$ cat src/hdl/tlg_pkg.sv
package tlg_pkg;

    localparam int MAX_ROWS = 64;
    localparam int MAX_COLS = 64;
    localparam int ROW_W    = $clog2(MAX_ROWS);
    localparam int COL_W    = $clog2(MAX_COLS);
    localparam int CFG_W    = 7;
    localparam int CNT_W    = 4;
    localparam int FUNC_W   = 2;

    localparam logic [FUNC_W-1:0] FUNC_WRITE = 2'd0;
    localparam logic [FUNC_W-1:0] FUNC_READ  = 2'd1;
    localparam logic [FUNC_W-1:0] FUNC_STEP  = 2'd2;
    localparam logic [FUNC_W-1:0] FUNC_NONE  = 2'd3;

    localparam logic CFG_ROWS = 1'b0;
    localparam logic CFG_COLS = 1'b1;

    typedef enum logic [2:0] {
        S_IDLE,
        S_SEEK,
        S_UPROW,
        S_GEN,
        S_FINISH
    } state_t;

    // Old values of one column at the row above, the current row and the row below.
    typedef struct packed {
        logic up;
        logic cur;
        logic down;
    } tri_t;

    // Controls broadcast by the sequencer to every column cell.
    typedef struct packed {
        logic load_up;
        logic load_first;
        logic update;
        logic down_first;
        logic down_cur;
        logic wr_en;
        logic wr_val;
    } ctl_t;

    // Saturates a size register into 1..limit.
    function automatic logic [CFG_W-1:0] sat_size(input logic [CFG_W-1:0] r, input int limit);
        logic [CFG_W-1:0] s;
        if (r == '0) begin
            s = CFG_W'(1);
        end else if (int'(r) > limit) begin
            s = CFG_W'(limit);
        end else begin
            s = r;
        end
        return s;
    endfunction

endpackage

$ cat src/hdl/tlg_cell.sv
// One grid column: a rotating line of row bits plus the saved rows used by a step.
module tlg_cell (
    input  logic          clk,
    input  logic          rst_n,
    input  tlg_pkg::ctl_t ctl,
    input  logic          active,
    input  logic          sel,
    input  tlg_pkg::tri_t nbr_l,
    input  tlg_pkg::tri_t nbr_r,
    output tlg_pkg::tri_t own
);

    logic [tlg_pkg::MAX_ROWS-1:0] line_reg;
    logic [tlg_pkg::MAX_ROWS-1:0] line_next;
    logic                         up_reg;
    logic                         up_next;
    logic                         first_reg;
    logic                         first_next;
    logic [tlg_pkg::CNT_W-1:0]    count;
    logic                         new_bit;
    logic                         wb;

    always_comb
    begin
        own.up   = up_reg;
        own.cur  = line_reg[0];
        own.down = ctl.down_cur ? line_reg[0] : (ctl.down_first ? first_reg : line_reg[1]);

        count = tlg_pkg::CNT_W'(nbr_l.up)   + tlg_pkg::CNT_W'(up_reg)   + tlg_pkg::CNT_W'(nbr_r.up)
              + tlg_pkg::CNT_W'(nbr_l.down) + tlg_pkg::CNT_W'(own.down) + tlg_pkg::CNT_W'(nbr_r.down)
              + tlg_pkg::CNT_W'(nbr_l.cur)  + tlg_pkg::CNT_W'(nbr_r.cur);

        if (line_reg[0]) begin
            new_bit = (count == tlg_pkg::CNT_W'(2)) || (count == tlg_pkg::CNT_W'(3));
        end else begin
            new_bit = (count == tlg_pkg::CNT_W'(3));
        end

        if (ctl.update && active) begin
            wb = new_bit;
        end else if (ctl.wr_en && sel) begin
            wb = ctl.wr_val;
        end else begin
            wb = line_reg[0];
        end

        // The line rotates every cycle; the head bit is written back at the tail.
        line_next  = {wb, line_reg[tlg_pkg::MAX_ROWS-1:1]};
        up_next    = ctl.load_up ? line_reg[0] : up_reg;
        first_next = ctl.load_first ? line_reg[0] : first_reg;
    end

    always_ff @(posedge clk or negedge rst_n)
    begin
        if (!rst_n) begin
            line_reg  <= '0;
            up_reg    <= 1'b0;
            first_reg <= 1'b0;
        end else begin
            line_reg  <= line_next;
            up_reg    <= up_next;
            first_reg <= first_next;
        end
    end

endmodule

$ cat src/hdl/toroidal_life_generation_top.sv
// Toroidal B3/S23 life grid built as a row of column cells. Each cell holds one column of
// MAX_ROWS bits in a line that rotates by one row every clock, so all columns show the same
// row at their head, and a shared counter tracks which row that is. A write or a read waits
// for the addressed row to reach the head. A generation waits for the last active row to
// pass the head (it is saved as the row above row 0), then for row 0, then updates one row
// per cycle with every active column cell working in parallel from its own and its two
// neighbors' saved bits. Unused operation code 3 and cells outside the active area skip
// the wait for the head. One item is worked on at a time; a finished result sits in an
// output register so the next item can be accepted while it waits. The grid is cleared
// by reset.
module toroidal_life_generation_top (
    input  logic                         clk,
    input  logic                         rst_n,
    input  logic                         in_valid,
    output logic                         in_stall,
    input  logic [tlg_pkg::FUNC_W-1:0]   func,
    input  logic [tlg_pkg::ROW_W-1:0]    row,
    input  logic [tlg_pkg::COL_W-1:0]    col,
    input  logic                         value,
    output logic                         out_valid,
    input  logic                         out_stall,
    output logic                         alive,
    output logic                         done_res,
    input  logic                         cfg_we,
    input  logic                         cfg_index,
    input  logic [tlg_pkg::CFG_W-1:0]    cfg_data
);

    tlg_pkg::state_t               state_reg, state_next;
    logic [tlg_pkg::ROW_W-1:0]     head_reg, head_next;
    logic [tlg_pkg::FUNC_W-1:0]    op_reg, op_next;
    logic [tlg_pkg::ROW_W-1:0]     row_reg, row_next;
    logic [tlg_pkg::COL_W-1:0]     tcol_reg, tcol_next;
    logic                          val_reg, val_next;
    logic                          started_reg, started_next;
    logic                          res_alive_reg, res_alive_next;
    logic                          res_done_reg, res_done_next;
    logic                          out_valid_reg, out_valid_next;
    logic                          alive_reg, alive_next;
    logic                          done_reg, done_next;
    logic [tlg_pkg::CFG_W-1:0]     rows_in_use_reg, rows_in_use_next;
    logic [tlg_pkg::CFG_W-1:0]     cols_in_use_reg, cols_in_use_next;

    logic [tlg_pkg::CFG_W-1:0]     nr;
    logic [tlg_pkg::CFG_W-1:0]     nc;
    logic [tlg_pkg::COL_W-1:0]     last_col;
    logic                          at_target;
    logic                          at_last_row;
    logic                          at_row0;
    logic                          in_area;
    logic                          proc;
    logic                          slot_free;
    tlg_pkg::ctl_t                 ctl;
    tlg_pkg::tri_t                 cell_tri [tlg_pkg::MAX_COLS];
    logic [tlg_pkg::MAX_COLS-1:0]  cur_vec;

    // Active sizes as used; the registers keep what was written.
    assign nr       = tlg_pkg::sat_size(rows_in_use_reg, tlg_pkg::MAX_ROWS);
    assign nc       = tlg_pkg::sat_size(cols_in_use_reg, tlg_pkg::MAX_COLS);
    assign last_col = tlg_pkg::COL_W'(int'(nc) - 1);

    assign at_target   = (head_reg == row_reg);
    assign at_last_row = (int'(head_reg) == int'(nr) - 1);
    assign at_row0     = (head_reg == '0);
    assign in_area     = (int'(row) < int'(nr)) && (int'(col) < int'(nc));
    assign proc        = (state_reg == tlg_pkg::S_GEN) && (started_reg || at_row0);
    assign slot_free   = !out_valid_reg || !out_stall;

    assign in_stall  = (state_reg != tlg_pkg::S_IDLE);
    assign out_valid = out_valid_reg;
    assign alive     = alive_reg;
    assign done_res  = done_reg;

    // Row of column cells. Column wrap: cell 0 sees the last active column on its left,
    // and the last active column sees cell 0 on its right. Columns beyond the active area
    // hold their bits through a step.
    for (genvar c = 0; c < tlg_pkg::MAX_COLS; c++)
    begin : g_col
        tlg_pkg::tri_t left_nbr;
        tlg_pkg::tri_t right_nbr;
        logic          cell_active;
        logic          cell_sel;

        if (c == 0)
        begin : g_first
            assign left_nbr = cell_tri[last_col];
        end
        else
        begin : g_inner
            assign left_nbr = cell_tri[c-1];
        end

        if (c == tlg_pkg::MAX_COLS - 1)
        begin : g_end
            assign right_nbr = cell_tri[0];
        end
        else
        begin : g_mid
            assign right_nbr = (int'(last_col) == c) ? cell_tri[0] : cell_tri[c+1];
        end

        assign cell_active = (c < int'(nc));
        assign cell_sel    = (int'(tcol_reg) == c);
        assign cur_vec[c]  = cell_tri[c].cur;

        tlg_cell u_cell (
            .clk    (clk),
            .rst_n  (rst_n),
            .ctl    (ctl),
            .active (cell_active),
            .sel    (cell_sel),
            .nbr_l  (left_nbr),
            .nbr_r  (right_nbr),
            .own    (cell_tri[c])
        );
    end

    // Sequencer: next state, cell controls and result capture.
    always_comb
    begin
        state_next       = state_reg;
        head_next        = (int'(head_reg) == tlg_pkg::MAX_ROWS - 1) ? '0 : head_reg + 1'b1;
        op_next          = op_reg;
        row_next         = row_reg;
        tcol_next        = tcol_reg;
        val_next         = val_reg;
        started_next     = started_reg;
        res_alive_next   = res_alive_reg;
        res_done_next    = res_done_reg;
        out_valid_next   = out_valid_reg && out_stall;
        alive_next       = alive_reg;
        done_next        = done_reg;
        rows_in_use_next = rows_in_use_reg;
        cols_in_use_next = cols_in_use_reg;

        ctl            = '0;
        ctl.wr_val     = val_reg;

        if (cfg_we)
        begin
            case (cfg_index)
                tlg_pkg::CFG_ROWS: rows_in_use_next = cfg_data;
                tlg_pkg::CFG_COLS: cols_in_use_next = cfg_data;
                default:           rows_in_use_next = rows_in_use_reg;
            endcase
        end

        case (state_reg)
            tlg_pkg::S_IDLE:
            begin
                if (in_valid)
                begin
                    op_next        = func;
                    row_next       = row;
                    tcol_next      = col;
                    val_next       = value;
                    res_alive_next = 1'b0;
                    res_done_next  = 1'b1;
                    case (func)
                        tlg_pkg::FUNC_WRITE,
                        tlg_pkg::FUNC_READ:
                        begin
                            state_next = in_area ? tlg_pkg::S_SEEK : tlg_pkg::S_FINISH;
                        end
                        tlg_pkg::FUNC_STEP:
                        begin
                            state_next = tlg_pkg::S_UPROW;
                        end
                        default:
                        begin
                            res_done_next = 1'b0;
                            state_next    = tlg_pkg::S_FINISH;
                        end
                    endcase
                end
            end
            tlg_pkg::S_SEEK:
            begin
                // The addressed row is at the head this cycle.
                if (at_target)
                begin
                    ctl.wr_en = (op_reg == tlg_pkg::FUNC_WRITE);
                    if (op_reg == tlg_pkg::FUNC_READ)
                    begin
                        res_alive_next = cur_vec[tcol_reg];
                    end
                    state_next = tlg_pkg::S_FINISH;
                end
            end
            tlg_pkg::S_UPROW:
            begin
                // Save the old last active row as the row above row 0.
                if (at_last_row)
                begin
                    ctl.load_up  = 1'b1;
                    started_next = 1'b0;
                    state_next   = tlg_pkg::S_GEN;
                end
            end
            tlg_pkg::S_GEN:
            begin
                if (proc)
                begin
                    ctl.update     = 1'b1;
                    ctl.load_up    = 1'b1;
                    ctl.load_first = at_row0;
                    ctl.down_first = at_last_row && !at_row0;
                    ctl.down_cur   = at_last_row && at_row0;
                    started_next   = 1'b1;
                    if (at_last_row)
                    begin
                        state_next = tlg_pkg::S_FINISH;
                    end
                end
            end
            tlg_pkg::S_FINISH:
            begin
                if (slot_free)
                begin
                    out_valid_next = 1'b1;
                    alive_next     = res_alive_reg;
                    done_next      = res_done_reg;
                    state_next     = tlg_pkg::S_IDLE;
                end
            end
            default:
            begin
                state_next = tlg_pkg::S_IDLE;
            end
        endcase
    end

    always_ff @(posedge clk or negedge rst_n)
    begin
        if (!rst_n)
        begin
            state_reg       <= tlg_pkg::S_IDLE;
            head_reg        <= '0;
            started_reg     <= 1'b0;
            out_valid_reg   <= 1'b0;
            rows_in_use_reg <= tlg_pkg::CFG_W'(64);
            cols_in_use_reg <= tlg_pkg::CFG_W'(64);
        end
        else
        begin
            state_reg       <= state_next;
            head_reg        <= head_next;
            started_reg     <= started_next;
            out_valid_reg   <= out_valid_next;
            rows_in_use_reg <= rows_in_use_next;
            cols_in_use_reg <= cols_in_use_next;
        end
    end

    always_ff @(posedge clk)
    begin
        op_reg        <= op_next;
        row_reg       <= row_next;
        tcol_reg      <= tcol_next;
        val_reg       <= val_next;
        res_alive_reg <= res_alive_next;
        res_done_reg  <= res_done_next;
        alive_reg     <= alive_next;
        done_reg      <= done_next;
    end

endmodule

$ cat config.mk
export PLATFORM = sky130hd
export DESIGN_NAME = toroidal_life_generation_top
export DESIGN_NICKNAME = d
export VERILOG_FILES = /design/src/hdl/tlg_pkg.sv /design/src/hdl/tlg_cell.sv /design/src/hdl/toroidal_life_generation_top.sv
export SDC_FILE = /design/constraint.sdc
export NUM_CORES = 2
export LEC_CHECK = 0
export BUFFER_PORTS_ARGS = -buffer_cell sky130_fd_sc_hd__buf_2
export CAP_MARGIN = 25
export CORE_UTILIZATION = 44
export DETAILED_ROUTE_END_ITERATION = 8
export PLACE_DENSITY = 0.65
export SLEW_MARGIN = 20
export SYNTH_ARGS = -nofsm -noshare
export SYNTH_HDL_FRONTEND = slang
export SYNTH_SLANG_ARGS = --single-unit
$ cat constraint.sdc
create_clock -name clk -period 6.7 [get_ports clk]
set_input_delay 1.34 -clock clk [delete_from_list [all_inputs] [get_ports clk]]
set_output_delay 1.34 -clock clk [all_outputs]
set_load 0.005 [all_outputs]
==> impl_metrics.ini <==
[outcome]
outcome = finished, final reports clean

[synth]
synthCells = 7018
yosysSeqAreaShare = 0.831
yosys.area.top_type = dfrtp_1
synth_ff_type = dfrtp_1
synthArstFlopShare = 0.996
yosysWarningCount = 0
syn-cell-area_um2 = 129000
ys_ff_latch = 4268
synth-edff-count = 19
syn_avg_cell_area_um2 = 18.3
netlist-cell-type-count = 83
synth_top_area_frac = 0.826
syn_nets = 7512
synth.area.top_cells = dfrtp_1, fa_1, mux2i_1

[cts]
cts.clk_slew.worst_paths_ps = 70
root_buffer = clkbuf_16
clock_latency_ps = 910
cts_sinks = 4268
cts_buffers = 391
cts_htree_levels = 5
cts_tree = yes
clockBufferDepth = 4

[global_route]
grt_pass1_wl_um = 490000
grt_util_all_layers = 0.233
antenna_found_initial = 18
grt-ovfl-total = 0
grt_max_degree = 210
grt_pass1_vias = 68700

[sta]
slew_violations = 0
whs_ps = 262
final_hold_viol_count = 0
slew_headroom = 0.179
rsz0062_at_grt = true
fin_worst_skew_ps = 95.4
fin_crit_sh = 0.987
tightest_slew_ps = 1220
fin_crit_ps = 6610
finalSetupViolations = 0
fmax_mhz = 151

[floorplan]
design.die.area_um2 = 295000
coreArea_um2 = 291000
num_rows = 198
ios = 32
initial_utilization = 0.442
die_w_um = 543
dieHeight_um = 543

[power_and_ir_drop]
leakagePower_nw = 77.7
power.density_nw_per_um2 = 340
power.total_mw = 51.6
peakVddDrop_mv = 0.318

[final_layout]
fin_util = 0.522
drive_gt1_frac = 0.170
final_cell_mix = dfrtp_1, inv_1, buf_4
layout-area-overhead-vs-synth_pct = 18.0
fin_nets = 8338
final_common_cell = dfrtp_1
largest_reg_flops = 4096

[drt]
drt_first_pass_iters = 5
drtAntennaViolNets = 0
routed_via_density = 4.89
via_count = 59100
drt_iter0_markers = 4143
wl_per_cell_um = 27.8
wirelength_um = 335000
route.detailed.drc = 0

[min_path]
min_path_type = reg -> reg
hold_start = g_col[1].u_cell.line_reg[60]
whs_path_depth = 0

[setup_path]
startpoint = rows_in_use_reg[2]
cp-start-kind = register
crit_path_max_fanout = 9
reg2reg_depth = 26
worstPathRequired_ps = 7520
cp.arrival_ps = 7440
endpoint_kind = register
worstSetupPathType = reg -> reg
r2r_start = rows_in_use_reg[2]

[placement]
dp_hpwl_um = 201000
io_buffers = 31
gp_congestion = 0.958

[flow_run]
cap_violations = 0
==> where the power goes <==
group / leakage (nW) / switching [mW] / total (mW) / internal [mW]
registers: 59.5 / 0.0409 / 25.9 / 25.8
logic: 11.7 / 1.74 / 2.45 / 0.709
clock network: 6.55 / 10.1 / 23.3 / 13.2
==> logic make-up after synthesis <==
kind of cell / share of synthesized area
compound gates: 0.0292
xor+xnor: 0.00101
fa+ha+maj: 0.0602
buf+inv: 0.0189
flops: 0.831
mux: 0.0356
simple gates: 0.0244
==> layer usage <==
layer | up-vias | GRT usage | wire [µm]
met5 | - | 0 | 27
met2 | 1417 | 0.392 | 169000
li1 | 24400 | - | -
met3 | 531 | 0.0314 | 14100
met4 | 4 | 0.0776 | 12300
met1 | 32700 | 0.316 | 140000
==> what timing repair did <==
item                       4_1_cts  5_1_grt
pin swaps                        1       14
hold buffers                     0        0
setup endpoints to repair        3       31
gates cloned                     0        2
buffers inserted                 0       11
gates resized for setup          5       46
==> final timing paths <==
path,endpoint,slack (ps)
max,g_col[0].u_cell.line_reg[63],90
min,g_col[1].u_cell.line_reg[59],260
max reg2reg,g_col[0].u_cell.line_reg[63],90
min reg2reg,g_col[1].u_cell.line_reg[59],260
max in group asynchronous,g_col[36].u_cell.line_reg[17],4340
min in group asynchronous,g_col[11].u_cell.up_reg,380
==> metrics by stage <==
| stage | worst slack (ps) | setup TNS (ps) | area [µm²] | instances |
|---|---|---|---|---|
| after floorplan | 18.9 | 0 | 129000 | 7018 |
| final | 85.3 | 0 | 152000 | 12100 |
| after global placement | -521 | -729 | 138000 | 11300 |
| after detailed placement | -179 | -333 | 138000 | 11300 |
| after global routing | -168 | -274 | 152000 | 12100 |
| after CTS | -77.5 | -77.5 | 151000 | 12000 |
==> critical path, cell delays in order, from the launching register on <==
cell       delay, ps
dfrtp_1          400
nor4_4           310
a21oi_2          100
or2_4            240
ha_4             180
or3_1            340
a31oi_1          170
o211a_1          230
o211ai_4         130
nor2_4           220
buf_12           180
a2bb2oi_1        100
a2111oi_0        600
nor4_2           130
a211o_1          330
nor4_4           160
buf_4            160
fa_1             430
fa_1             460
inv_1             80
fa_2             200
inv_1             60
fa_2             370
a2111oi_4        330
a21oi_1           70
or4_1            470
o21ai_1           80
==> area by class of cell <==
type,instances,area (µm²)
tap,3900,4880
sequential,4268,107000
timing repair buffer,577,5090
multi-input combinational,2119,19700
inverter,487,1830
antenna,10,25.0
clock buffer,563,11500
fill,22300,139000
clock inverter,144,1890
==> synthesized netlist by cell type, types with 30 or more instances <==
cell type,n
o21ai_0,193
nand2b_1,42
nor3_1,42
clkbuf_1,98
nor2b_1,49
buf_2,30
ha_1,210
nand3b_1,33
nand2_1,257
nor2_1,136
dfrtp_1,4247
mux4_2,63
a21oi_1,164
fa_1,256
mux2i_1,284
nand3_1,45
inv_1,484
o22ai_1,67
Power figures use the tool's default switching activity.
